File: src/rtl/tap_pkg.sv
// Package with the shared types, constants and transition tables of the automaton player.
`timescale 1ns / 1ps

package tap_pkg;

    // Table dimensions and queue defaults.
    localparam int NUM_STATES      = 32;
    localparam int NUM_TRANSITIONS = 80;
    localparam int QUEUE_DEPTH_DEF = 16;

    // Field widths.
    localparam int STATE_W = 5;
    localparam int EVENT_W = 5;
    localparam int LEVEL_W = 5;
    localparam int LINK_W  = $clog2(NUM_TRANSITIONS + 1);
    localparam int TIDX_W  = $clog2(NUM_TRANSITIONS);
    localparam int SIDX_W  = $clog2(NUM_STATES);

    localparam logic [STATE_W-1:0] INITIAL_STATE_RST = 5'd30;

    // Operation codes of an input request.
    localparam logic OP_ENQUEUE = 1'b0;
    localparam logic OP_STEP    = 1'b1;

    typedef struct packed {
        logic               op;
        logic [EVENT_W-1:0] event_code;
        logic               force_initial;
    } in_t;

    typedef struct packed {
        logic [STATE_W-1:0] automaton_state;
        logic [EVENT_W-1:0] event_used;
        logic               from_queue;
        logic               fired;
        logic               deadlock;
        logic               overflow;
        logic [LEVEL_W-1:0] queue_level;
    } out_t;

    // Queue status handed from the event queue to the controller.
    typedef struct packed {
        logic full;
        logic empty;
    } q_flags_t;

    // Event carried by each transition.
    localparam logic [EVENT_W-1:0] TR_EVENT [NUM_TRANSITIONS] = '{
        5'd16, 5'd16, 5'd7,  5'd6,  5'd5,  5'd3,  5'd16, 5'd3,  5'd0,  5'd5,
        5'd1,  5'd15, 5'd15, 5'd15, 5'd15, 5'd15, 5'd15, 5'd14, 5'd14, 5'd14,
        5'd14, 5'd14, 5'd14, 5'd7,  5'd6,  5'd4,  5'd2,  5'd0,  5'd1,  5'd16,
        5'd16, 5'd16, 5'd16, 5'd16, 5'd0,  5'd7,  5'd4,  5'd6,  5'd1,  5'd2,
        5'd1,  5'd6,  5'd2,  5'd4,  5'd7,  5'd0,  5'd16, 5'd16, 5'd16, 5'd2,
        5'd1,  5'd0,  5'd4,  5'd4,  5'd1,  5'd0,  5'd2,  5'd3,  5'd1,  5'd0,
        5'd4,  5'd7,  5'd5,  5'd1,  5'd0,  5'd2,  5'd6,  5'd8,  5'd9,  5'd10,
        5'd11, 5'd12, 5'd13, 5'd16, 5'd7,  5'd0,  5'd4,  5'd1,  5'd2,  5'd6
    };

    // Target state of each transition.
    localparam logic [STATE_W-1:0] TR_TARGET [NUM_TRANSITIONS] = '{
        5'd20, 5'd19, 5'd25, 5'd24, 5'd28, 5'd29, 5'd2,  5'd29, 5'd0,  5'd28,
        5'd1,  5'd10, 5'd11, 5'd12, 5'd13, 5'd14, 5'd15, 5'd16, 5'd26, 5'd27,
        5'd17, 5'd18, 5'd23, 5'd27, 5'd26, 5'd29, 5'd28, 5'd0,  5'd1,  5'd31,
        5'd21, 5'd22, 5'd16, 5'd16, 5'd0,  5'd27, 5'd29, 5'd26, 5'd1,  5'd28,
        5'd1,  5'd26, 5'd28, 5'd29, 5'd27, 5'd0,  5'd16, 5'd3,  5'd3,  5'd28,
        5'd1,  5'd0,  5'd29, 5'd29, 5'd1,  5'd0,  5'd28, 5'd26, 5'd1,  5'd0,
        5'd2,  5'd27, 5'd27, 5'd1,  5'd0,  5'd2,  5'd26, 5'd4,  5'd5,  5'd6,
        5'd7,  5'd8,  5'd9,  5'd16, 5'd27, 5'd0,  5'd29, 5'd1,  5'd28, 5'd26
    };

    // First transition of each state's list, one-based; zero means no list.
    localparam logic [LINK_W-1:0] LIST_HEAD [NUM_STATES] = '{
        7'd1,  7'd2,  7'd7,  7'd11, 7'd12, 7'd13, 7'd14, 7'd15,
        7'd16, 7'd17, 7'd18, 7'd19, 7'd20, 7'd21, 7'd22, 7'd23,
        7'd30, 7'd31, 7'd32, 7'd33, 7'd34, 7'd40, 7'd46, 7'd47,
        7'd48, 7'd49, 7'd53, 7'd57, 7'd62, 7'd67, 7'd73, 7'd80
    };

    // Next transition in the same list, one-based; zero ends the list.
    localparam logic [LINK_W-1:0] LIST_LINK [NUM_TRANSITIONS] = '{
        7'd0,  7'd0,  7'd0,  7'd3,  7'd4,  7'd5,  7'd6,  7'd0,  7'd8,  7'd9,
        7'd10, 7'd0,  7'd0,  7'd0,  7'd0,  7'd0,  7'd0,  7'd0,  7'd0,  7'd0,
        7'd0,  7'd0,  7'd0,  7'd0,  7'd24, 7'd25, 7'd26, 7'd27, 7'd28, 7'd29,
        7'd0,  7'd0,  7'd0,  7'd0,  7'd0,  7'd35, 7'd36, 7'd37, 7'd38, 7'd39,
        7'd0,  7'd41, 7'd42, 7'd43, 7'd44, 7'd45, 7'd0,  7'd0,  7'd0,  7'd0,
        7'd50, 7'd51, 7'd52, 7'd0,  7'd54, 7'd55, 7'd56, 7'd0,  7'd58, 7'd59,
        7'd60, 7'd61, 7'd0,  7'd63, 7'd64, 7'd65, 7'd66, 7'd0,  7'd68, 7'd69,
        7'd70, 7'd71, 7'd72, 7'd0,  7'd74, 7'd75, 7'd76, 7'd77, 7'd78, 7'd79
    };

endpackage

File: src/rtl/tap_queue.sv
// Event queue of the automaton player: a circular buffer in a synchronous memory.
`timescale 1ns / 1ps

module tap_queue #(
    parameter int DEPTH = tap_pkg::QUEUE_DEPTH_DEF
) (
    input  logic                            aclk,
    input  logic                            aresetn,
    input  logic                            push,
    input  logic [tap_pkg::EVENT_W-1:0]     push_data,
    input  logic                            pop,
    output logic [tap_pkg::EVENT_W-1:0]     rd_data,
    output logic [$clog2(DEPTH+1)-1:0]      count,
    output tap_pkg::q_flags_t               flags
);
    import tap_pkg::*;

    localparam int IW = $clog2(DEPTH);
    localparam int CW = $clog2(DEPTH + 1);

    logic [EVENT_W-1:0] mem [DEPTH];
    logic [EVENT_W-1:0] rd_data_reg;
    logic [IW-1:0]      head_reg, head_next;
    logic [CW-1:0]      count_reg, count_next;
    logic [CW:0]        tail_sum;
    logic [IW-1:0]      tail;
    logic               do_push, do_pop;

    assign flags.full  = (count_reg == CW'(DEPTH));
    assign flags.empty = (count_reg == '0);
    assign do_push     = push && !flags.full;
    assign do_pop      = pop && !flags.empty;

    // The write slot lies count entries past the head, wrapped once.
    always_comb begin
        tail_sum = (CW+1)'(head_reg) + (CW+1)'(count_reg);
        if (tail_sum >= (CW+1)'(DEPTH)) begin
            tail = IW'(tail_sum - (CW+1)'(DEPTH));
        end else begin
            tail = IW'(tail_sum);
        end
    end

    // Pointer and fill count updates.
    always_comb begin
        head_next  = head_reg;
        count_next = count_reg;
        if (do_pop) begin
            head_next = (head_reg == IW'(DEPTH - 1)) ? '0 : head_reg + 1'b1;
        end
        if (do_push && !do_pop) begin
            count_next = count_reg + 1'b1;
        end else if (do_pop && !do_push) begin
            count_next = count_reg - 1'b1;
        end
    end

    always_ff @(posedge aclk) begin
        if (!aresetn) begin
            head_reg  <= '0;
            count_reg <= '0;
        end else begin
            head_reg  <= head_next;
            count_reg <= count_next;
        end
    end

    // Memory write port and registered read port.
    always_ff @(posedge aclk) begin
        if (do_push) begin
            mem[tail] <= push_data;
        end
        if (do_pop) begin
            rd_data_reg <= mem[head_reg];
        end
    end

    assign rd_data = rd_data_reg;
    assign count   = count_reg;

endmodule

File: src/rtl/table_automaton_player.sv
// Flow: an enqueue request goes from IDLE through DONE into the output register, a step request
// through FETCH, then WALK over its transition list entries (at most 7 with these tables), then DONE.
// One request is in work at a time; the next is taken once the sequencer is back in IDLE, while
// a held result may still wait in the output register. A full output register stalls the
// sequencer until the sink takes the result.
// Reset is synchronous, active low: state and config return to 30, the queue empties.
`timescale 1ns / 1ps

module table_automaton_player #(
    parameter int QUEUE_DEPTH = tap_pkg::QUEUE_DEPTH_DEF
) (
    input  logic                           aclk,
    input  logic                           aresetn,
    input  logic                           cfg_valid,
    output logic                           cfg_ready,
    input  logic [tap_pkg::STATE_W-1:0]    cfg_data,
    input  logic                           s_valid,
    output logic                           s_ready,
    input  tap_pkg::in_t                   s_data,
    output logic                           m_valid,
    input  logic                           m_ready,
    output tap_pkg::out_t                  m_data
);
    import tap_pkg::*;

    localparam int CW = $clog2(QUEUE_DEPTH + 1);

    typedef enum logic [3:0] {
        ST_IDLE  = 4'b0001,
        ST_FETCH = 4'b0010,
        ST_WALK  = 4'b0100,
        ST_DONE  = 4'b1000
    } state_t;

    state_t             state_reg, state_next;
    logic [STATE_W-1:0] init_reg;
    logic [STATE_W-1:0] node_reg, node_next;
    logic [EVENT_W-1:0] ev_reg, ev_next;
    logic [EVENT_W-1:0] code_reg, code_next;
    logic               fq_reg, fq_next;
    logic               fired_reg, fired_next;
    logic               dl_reg, dl_next;
    logic               ovf_reg, ovf_next;
    logic [LINK_W-1:0]  k_reg, k_next;
    logic               m_valid_reg;
    out_t               m_data_reg;

    logic               accept;
    logic               q_push, q_pop;
    logic [EVENT_W-1:0] q_rd_data;
    logic [CW-1:0]      q_count;
    q_flags_t           q_flags;
    logic [EVENT_W-1:0] fetch_ev;
    logic [LINK_W-1:0]  head_k;
    logic [TIDX_W-1:0]  tidx;
    logic               out_free;

    // Configuration register, always writable.
    assign cfg_ready = 1'b1;

    always_ff @(posedge aclk) begin
        if (!aresetn) begin
            init_reg <= INITIAL_STATE_RST;
        end else if (cfg_valid && cfg_ready) begin
            init_reg <= cfg_data;
        end
    end

    tap_queue #(
        .DEPTH (QUEUE_DEPTH)
    ) u_queue (
        .aclk      (aclk),
        .aresetn   (aresetn),
        .push      (q_push),
        .push_data (s_data.event_code),
        .pop       (q_pop),
        .rd_data   (q_rd_data),
        .count     (q_count),
        .flags     (q_flags)
    );

    assign s_ready  = (state_reg == ST_IDLE);
    assign accept   = s_valid && s_ready;
    assign q_push   = accept && (s_data.op == OP_ENQUEUE) && !q_flags.full;
    assign q_pop    = accept && (s_data.op == OP_STEP) && !q_flags.empty;
    assign out_free = !m_valid_reg || m_ready;

    // ROM lookups for the list head and the current transition entry.
    assign fetch_ev = fq_reg ? q_rd_data : code_reg;
    assign head_k   = LIST_HEAD[node_reg[SIDX_W-1:0]];
    assign tidx     = TIDX_W'(k_reg - 1'b1);

    // Request sequencer: accept, fetch event and list head, walk the list, deliver.
    always_comb begin
        state_next = state_reg;
        node_next  = node_reg;
        ev_next    = ev_reg;
        code_next  = code_reg;
        fq_next    = fq_reg;
        fired_next = fired_reg;
        dl_next    = dl_reg;
        ovf_next   = ovf_reg;
        k_next     = k_reg;
        case (state_reg)
            ST_IDLE: begin
                if (accept) begin
                    fired_next = 1'b0;
                    dl_next    = 1'b0;
                    ovf_next   = 1'b0;
                    ev_next    = '0;
                    fq_next    = 1'b0;
                    code_next  = s_data.event_code;
                    if (s_data.op == OP_ENQUEUE) begin
                        ovf_next   = q_flags.full;
                        state_next = ST_DONE;
                    end else begin
                        if (s_data.force_initial) begin
                            node_next = init_reg;
                        end
                        fq_next    = !q_flags.empty;
                        state_next = ST_FETCH;
                    end
                end
            end
            ST_FETCH: begin
                ev_next = fetch_ev;
                k_next  = head_k;
                if (head_k == '0) begin
                    dl_next    = 1'b1;
                    state_next = ST_DONE;
                end else begin
                    state_next = ST_WALK;
                end
            end
            ST_WALK: begin
                if (k_reg == '0 || k_reg > LINK_W'(NUM_TRANSITIONS)) begin
                    state_next = ST_DONE;
                end else if (TR_EVENT[tidx] == ev_reg) begin
                    node_next  = TR_TARGET[tidx];
                    fired_next = 1'b1;
                    state_next = ST_DONE;
                end else begin
                    k_next = LIST_LINK[tidx];
                    if (LIST_LINK[tidx] == '0) begin
                        state_next = ST_DONE;
                    end
                end
            end
            ST_DONE: begin
                if (out_free) begin
                    state_next = ST_IDLE;
                end
            end
            default: begin
                state_next = ST_IDLE;
            end
        endcase
    end

    always_ff @(posedge aclk) begin
        if (!aresetn) begin
            state_reg <= ST_IDLE;
            node_reg  <= INITIAL_STATE_RST;
        end else begin
            state_reg <= state_next;
            node_reg  <= node_next;
        end
    end

    always_ff @(posedge aclk) begin
        ev_reg    <= ev_next;
        code_reg  <= code_next;
        fq_reg    <= fq_next;
        fired_reg <= fired_next;
        dl_reg    <= dl_next;
        ovf_reg   <= ovf_next;
        k_reg     <= k_next;
    end

    // Output register: loaded when the result is done and the slot is free.
    always_ff @(posedge aclk) begin
        if (!aresetn) begin
            m_valid_reg <= 1'b0;
        end else if (state_reg == ST_DONE && out_free) begin
            m_valid_reg <= 1'b1;
        end else if (m_ready) begin
            m_valid_reg <= 1'b0;
        end
    end

    always_ff @(posedge aclk) begin
        if (state_reg == ST_DONE && out_free) begin
            m_data_reg.automaton_state <= node_reg;
            m_data_reg.event_used      <= ev_reg;
            m_data_reg.from_queue      <= fq_reg;
            m_data_reg.fired           <= fired_reg;
            m_data_reg.deadlock        <= dl_reg;
            m_data_reg.overflow        <= ovf_reg;
            m_data_reg.queue_level     <= LEVEL_W'(q_count);
        end
    end

    assign m_valid = m_valid_reg;
    assign m_data  = m_data_reg;

    // The queue never holds more events than it has entries.
    assert property (@(posedge aclk) disable iff (!aresetn)
        q_count <= CW'(QUEUE_DEPTH))
        else $error("Queue fill count exceeds its depth.");

    // A dropped event is only reported while the queue is full.
    assert property (@(posedge aclk) disable iff (!aresetn)
        (state_reg == ST_DONE && ovf_reg) |-> q_flags.full)
        else $error("Overflow reported with room left in the queue.");

    // A step that takes a queued event removes exactly one entry.
    assert property (@(posedge aclk) disable iff (!aresetn)
        (accept && s_data.op == OP_STEP && !q_flags.empty)
        |=> (q_count == $past(q_count) - 1'b1))
        else $error("Step did not pop one event from the queue.");

    // A transition never fires from a state without a list.
    assert property (@(posedge aclk) disable iff (!aresetn)
        m_valid_reg |-> !(m_data_reg.fired && m_data_reg.deadlock))
        else $error("Result marks both fired and deadlock.");

    // The list walk only runs on a valid one-based transition index.
    assert property (@(posedge aclk) disable iff (!aresetn)
        (state_reg == ST_FETCH && head_k != '0) |=> (k_reg != '0))
        else $error("List walk started without a transition index.");

endmodule

File: config.mk
export PLATFORM = sky130hd
export DESIGN_NAME = table_automaton_player
export DESIGN_NICKNAME = d
export VERILOG_FILES = /design/src/rtl/tap_pkg.sv /design/src/rtl/tap_queue.sv /design/src/rtl/table_automaton_player.sv
export SDC_FILE = /design/constraint.sdc
export NUM_CORES = 1
export LEC_CHECK = 0
export ABC_AREA = 1
export BUFFER_PORTS_ARGS = -buffer_cell sky130_fd_sc_hd__clkbuf_2
export CAP_MARGIN = 30
export CORE_MARGIN = 5
export CORE_UTILIZATION = 27
export CTS_BUF_LIST = sky130_fd_sc_hd__clkbuf_8
export DETAILED_ROUTE_END_ITERATION = 6
export MAX_ROUTING_LAYER = met4
export PLACE_DENSITY_LB_ADDON = 0.3
export SETUP_SLACK_MARGIN = 0.15
export SLEW_MARGIN = 20
export SYNTH_ARGS = -nofsm -noshare
export SYNTH_HDL_FRONTEND = slang
export SYNTH_SLANG_ARGS = --single-unit
File: constraint.sdc
create_clock -name aclk -period 3.17 [get_ports aclk]
set_input_delay 0.317 -clock aclk [delete_from_list [all_inputs] [get_ports aclk]]
set_output_delay 0.317 -clock aclk [all_outputs]
set_load 0.01 [all_outputs]
==> flow_summary.toml, run 1 <==
[synth]
yosys_warnings = 0
synth_edf_count = 125
syn-num-nets = 1011
syn_avg_cell_area_um2 = 8.69
yosysSeqAreaShare_pct = 50.3
async_reset_ff_share_pct = 0
synthCells = 968
ys_ff_latch = 149
synthFlopType = "edfxtp_1"
synth_cell_types = 51
synthesis.area_um2 = 8410

[detailed_routing]
vias = 7081
drt_pass1_iterations = 5
wirelength_mm = 23.7
ant_nets = 0
via_per_inst = 4.97
drc = 0
drt-initial-drc-count = 648
drt-wirelength-per-cell_um = 16.7

[setup_path]
cp_common_cell = "nand3_1"
cp.arrival_ps = 3030
cp_max_fo = 19
crit_buf_inv = 5
critical_path_class = "flop to flop"
crit_family = "simple AND/OR/NAND/NOR gates"
endpoint_kind = "flop"
slowest_delay_ps = 410
path_cells = "inv_2 -> buf_4 -> ha_1 -> inv_1 -> nor2_1 -> buf_4 -> inv_1 -> nand2_1 -> nand3_1 -> nand3_1 -> nand3_1 -> nand2_1 -> nand2_1 -> nand3_4 -> nand3_1 -> nand2_4"
cp_slowest_cell = "edfxtp_1"
critPathRequiredTime_ps = 3340
cp-start-kind = "flop"

[placed_design]
place_area_um2 = 9110
dp_hpwl_mm = 17.5
place_ws_ps = 271
io_buffers = 37
gp_congestion = 0.962
dp.cells = 1391

[global_route]
grt_pass1_vias = 6806
grt_pass1_wl_mm = 37.9
grt_util_all_layers_pct = 13.8
antenna_found_initial = 1
overflow = 0
grt_max_degree = 44

[timing]
hold_viol = 0
fin_tns_setup_ps = 0
drv_slew = 0
fin_skew_ps = 25.6
setup_violations = 0
grt_setup_unrepaired = "true"
worst_slack_ps = 308
tightest_slew_ps = 757
fin_crit_sh_pct = 90.3
fin_crit_ps = 2860
hold_ws_ps = 89.9
relSlewSlack_pct = 49.0
fmaxAchievable_ghz = 0.349

[power_and_ir_drop]
power.leakage_uw = 0.00378
p_clk_share_pct = 29.3
swShare_pct = 34.8
p_switching_uw = 1770
powerDensity_nw_per_um2 = 529
p_seq_share_pct = 47.4
intPower_uw = 3310
ir_drop_mv = 0.274
combPwrFrac_pct = 23.3

[final_layout]
final-instance-count-excl-fill = 1424
largest_reg_flops = 80
final_common_cell = "nand2_1"
final_cell_mix = "nand2_1 (206), edfxtp_1 (125), nor2_1 (117)"
final_layout_size_suffix_gt1_share_pct = 14.2
final_area_um2 = 9590
nNetsFinal = 1057
syn_to_final_growth_pct = 14.0

[cts]
worstSkewPairLatency_ps = 460
cts_tree = "done"
cts-root-buf = "clkbuf_8"
cts_hold_buffers = 0
clock-sinks = 149
cts_htree_levels = 4
cts_resized = 0
clockBufferDepth = 2
postCtsSetupBuffers = 0
numCtsBuffers = 17
clk_pin_slew_ps = 110

[worst_hold_path]
hp-class = "input port to flop"

[floorplan]
initial_utilization_pct = 27.4
die-area_um2 = 34800
pin_count = 39
core.rowCount = 64
die_x_um = 186
coreArea_um2 = 30700
die_h_um = 186

[run_status]
status = "complete, no violations"

[flow_run]
maxCapViolCount = 0
[final cells by class]
cell class / instances / area, um2
repair buffers: 69 / 442
fillers: 3238 / 21100
inverters: 87 / 329
multi-input cells: 690 / 3670
clock inverters: 15 / 181
well taps: 396 / 495
flip-flops and latches: 149 / 4230
clock buffers: 17 / 234
diodes: 1 / 2.50
[power groups by stage]
stage	logic, uW	clock network, uW	registers, uW
floorplan	848	0	2420
global placement	1170	0	2450
detailed placement	1160	0	2450
CTS	1170	1520	2410
global route	1340	1610	2430
finish	1180	1490	2410
[per-layer routing]
layer  wire (um)  GRT usage, %  vias to the layer above
met1       10700          18.3                     3355
met4         426          3.98                        0
met3        1400          2.22                       28
met5           0             -                        -
li1            -             -                     3435
met2       11200          22.1                      263
[worst reg2reg max path, cell delays in order (launching register included)]
cell      delay [ps]
edfxtp_1         410
inv_2             70
buf_4            260
ha_1             240
inv_1            140
nor2_1           280
buf_4            170
inv_1             30
nand2_1           70
nand3_1          100
nand3_1          140
nand3_1           90
nand2_1           70
nand2_1           90
nand3_4          140
nand3_1          140
nand2_4          130
[final timing paths]
check / depth (start not counted) / slack [ps] / to / from
worst max-delay path: 16 / 310 / k_reg[5] / k_reg[0]
worst min-delay path: 3 / 90 / init_reg[2] / cfg_data[2]
worst max register to register: 16 / 310 / k_reg[5] / k_reg[0]
worst min register to register: 0 / 430 / m_data[5] / ovf_reg
[through the flow]
step	total power, uW	utilization, %
2_1_floorplan	3260	-
3_3_place_gp	3620	29.7
3_5_place_dp	3620	29.7
4_1_cts	5100	31.1
5_1_grt	5380	31.3
6_report	5080	31.3
[cell usage after synthesis (7+ instances only)]
| cell | count | area, um2 |
|---|---|---|
| dfxtp_1 | 24 | 480 |
| o211ai_1 | 14 | 105 |
| ha_1 | 24 | 300 |
| nand2_1 | 208 | 781 |
| buf_2 | 8 | 40.0 |
| edfxtp_1 | 125 | 3750 |
| o21ai_0 | 87 | 435 |
| nor2_1 | 120 | 450 |
| o32ai_1 | 14 | 123 |
| clkbuf_1 | 19 | 71.3 |
| o221ai_1 | 7 | 61.3 |
| a21oi_1 | 34 | 170 |
| buf_4 | 8 | 60.1 |
| nand3_1 | 93 | 465 |
| inv_1 | 81 | 304 |
| nand4_1 | 14 | 87.6 |
[cell families (layout without fill, tap and decap cells)]
kind of cell               count (synthesis)  after routing  share of synthesized area (%)
xor gates and xnor gates                   6              6                          0.625
other                                      1              2                         0.0446
buffers and inverters                    129            188                           6.77
adders and majority gates                 26             26                           4.05
and+or+nand+nor                          469            469                           24.7
DFF                                      149            149                           50.3
muxes                                      6              6                          0.714
AOI/OAI and AO/OA                        182            182                           12.7
Power figures use the tool's default switching activity.
==> run 2, diff against run 1 <==
--- a/config.mk
+++ b/config.mk
@@ -10,7 +10,7 @@
 export CAP_MARGIN = 30
 export CORE_MARGIN = 5
 export CORE_UTILIZATION = 27
-export CTS_BUF_LIST = sky130_fd_sc_hd__clkbuf_8
+export CTS_BUF_LIST = sky130_fd_sc_hd__clkbuf_8 sky130_fd_sc_hd__clkbuf_16
 export DETAILED_ROUTE_END_ITERATION = 6
 export MAX_ROUTING_LAYER = met4
 export PLACE_DENSITY_LB_ADDON = 0.3
==> run 2 against run 1 <==
Compared with the run above: global-route usage increased by 0.10 points; cell count unchanged; clock power increased by 36%; sequential power about the same; non-clock buffer count unchanged; first-iteration DRC count increased by 8.0%; via count decreased by 0.80%; sequential cell count unchanged; worst setup slack got worse by 1.1 ps.
==> flow_summary.toml, run 2 (synthesized netlist as in run 1, its figures left out) <==
[final_layout]
final_common_cell = "nand2_1"
register_area_um2 = 4230
final-instance-count-excl-fill = 1424
nNetsFinal = 1057
syn_to_final_growth_pct = 16.3
fill_cells = 3212
largest_reg_flops = 80
multi_input_area_um2 = 3670
final_cell_mix = "nand2_1 (206), edfxtp_1 (125), nor2_1 (117)"
final_layout_size_suffix_gt1_share_pct = 14.2

[global_route]
grt_pass1_vias = 6854
grt_max_degree = 44
grt_pass1_wl_mm = 38.0
overflow = 0
antenna_found_initial = 1
grt_util_all_layers_pct = 13.9

[floorplan]
die-area_um2 = 34800
die_h_um = 186
die_x_um = 186
pin_count = 39
coreArea_um2 = 30700
initial_utilization_pct = 27.4
core.rowCount = 64

[setup_path]
critPathRequiredTime_ps = 3300
cp-start-kind = "flop"
critical_path_class = "flop to flop"
cp_max_fo = 19
crit_family = "simple AND/OR/NAND/NOR gates"
cp.arrival_ps = 2990
path_cells = "inv_2 -> buf_4 -> ha_1 -> inv_1 -> nor2_1 -> buf_4 -> inv_1 -> nand2_1 -> nand3_1 -> nand3_1 -> nand3_1 -> nand2_1 -> nand2_1 -> nand3_4 -> nand3_1 -> nand2_4"
cp_slowest_cell = "edfxtp_1"
cp_common_cell = "nand3_1"
endpoint_kind = "flop"
crit_buf_inv = 5
slowest_delay_ps = 400

[timing]
drv_slew = 0
hold_ws_ps = 117
fin_crit_ps = 2860
worst_slack_ps = 307
fin_crit_sh_pct = 90.3
setup_violations = 0
tightest_slew_ps = 752
fin_tns_setup_ps = 0
grt_setup_unrepaired = "true"
hold_viol = 0
relSlewSlack_pct = 49.3
fmaxAchievable_ghz = 0.349
fin_skew_ps = 13.4

[placed_design]
io_buffers = 37
gp_congestion = 0.962
dp.cells = 1391
place_ws_ps = 271
dp_hpwl_mm = 17.5

[cts]
clock-sinks = 149
cts_hold_buffers = 0
worstSkewPairLatency_ps = 430
clockBufferDepth = 2
clk_pin_slew_ps = 70
cts_resized = 0
numCtsBuffers = 17
postCtsSetupBuffers = 0
cts-root-buf = "clkbuf_16"
cts_htree_levels = 4
cts_tree = "done"

[detailed_routing]
drt_pass1_iterations = 7
vias = 7024
wirelength_mm = 23.9
drt-initial-drc-count = 700
ant_nets = 0
via_per_inst = 4.93
drc = 0
drt-wirelength-per-cell_um = 16.8

[power_and_ir_drop]
power.leakage_uw = 0.00387
powerDensity_nw_per_um2 = 574
finalPower_uw = 5610
ir_drop_mv = 0.388

[flow_run]
maxCapViolCount = 0

[run_status]
status = "complete, no violations"

[worst_hold_path]
hp-class = "input port to flop"
==> run 2: cell counts in the layout (fill, tap and decap cells not counted) <==
No cell type changed its count.
==> run 2: worst paths after layout <==
| kind | start | to | slack (ps) | depth (start not counted) |
|---|---|---|---|---|
| max reg2reg | k_reg[0] | k_reg[5] | 310 | 16 |
| max | k_reg[0] | k_reg[5] | 310 | 16 |
| min | cfg_data[2] | init_reg[2] | 120 | 3 |
| min reg2reg | ovf_reg | m_data[5] | 430 | 0 |
==> run 2: cell type report <==
| cell class | count | share of cell area (%) |
|---|---|---|
| sequential | 149 | 43.3 |
| multi-input combinational | 690 | 37.5 |
| tap | 396 | 5.07 |
| timing repair buffer | 69 | 4.52 |
| clock buffer | 17 | 4.35 |
| inverter | 87 | 3.36 |
| clock inverter | 15 | 1.85 |
| antenna | 1 | 0.0256 |
==> run 2: stage by stage <==
| stage | util, % | cell area [um2] |
|---|---|---|
| finish | 31.9 | 9780 |
| floorplan | - | 8440 |
| detailed placement | 29.7 | 9110 |
| global placement | 29.7 | 9110 |
| CTS | 31.7 | 9720 |
| global route | 31.9 | 9780 |
==> run 2: tightest hold or removal path, stage by stage <==
cell and delay, ps:
clkbuf_2 80, nand2_1 50, nand3_1 70
==> run 2: routing by layer <==
layer / vias up / GRT usage [%] / share of wire [%]
li1: 3434 / - / -
met5: - / - / 0
met1: 3318 / 18.3 / 45
met4: 0 / 4.15 / 2.0
met3: 28 / 2.39 / 5.7
met2: 244 / 22.3 / 47
==> run 2: where the power goes <==
part | internal [uW] | total [uW] | leakage (uW) | switching [uW]
clock network | 1060 | 2020 | 0.000287 | 954
registers | 2290 | 2410 | 0.00133 | 116
logic | 413 | 1180 | 0.00225 | 771
total | 3770 | 5610 | 0.00387 | 1840
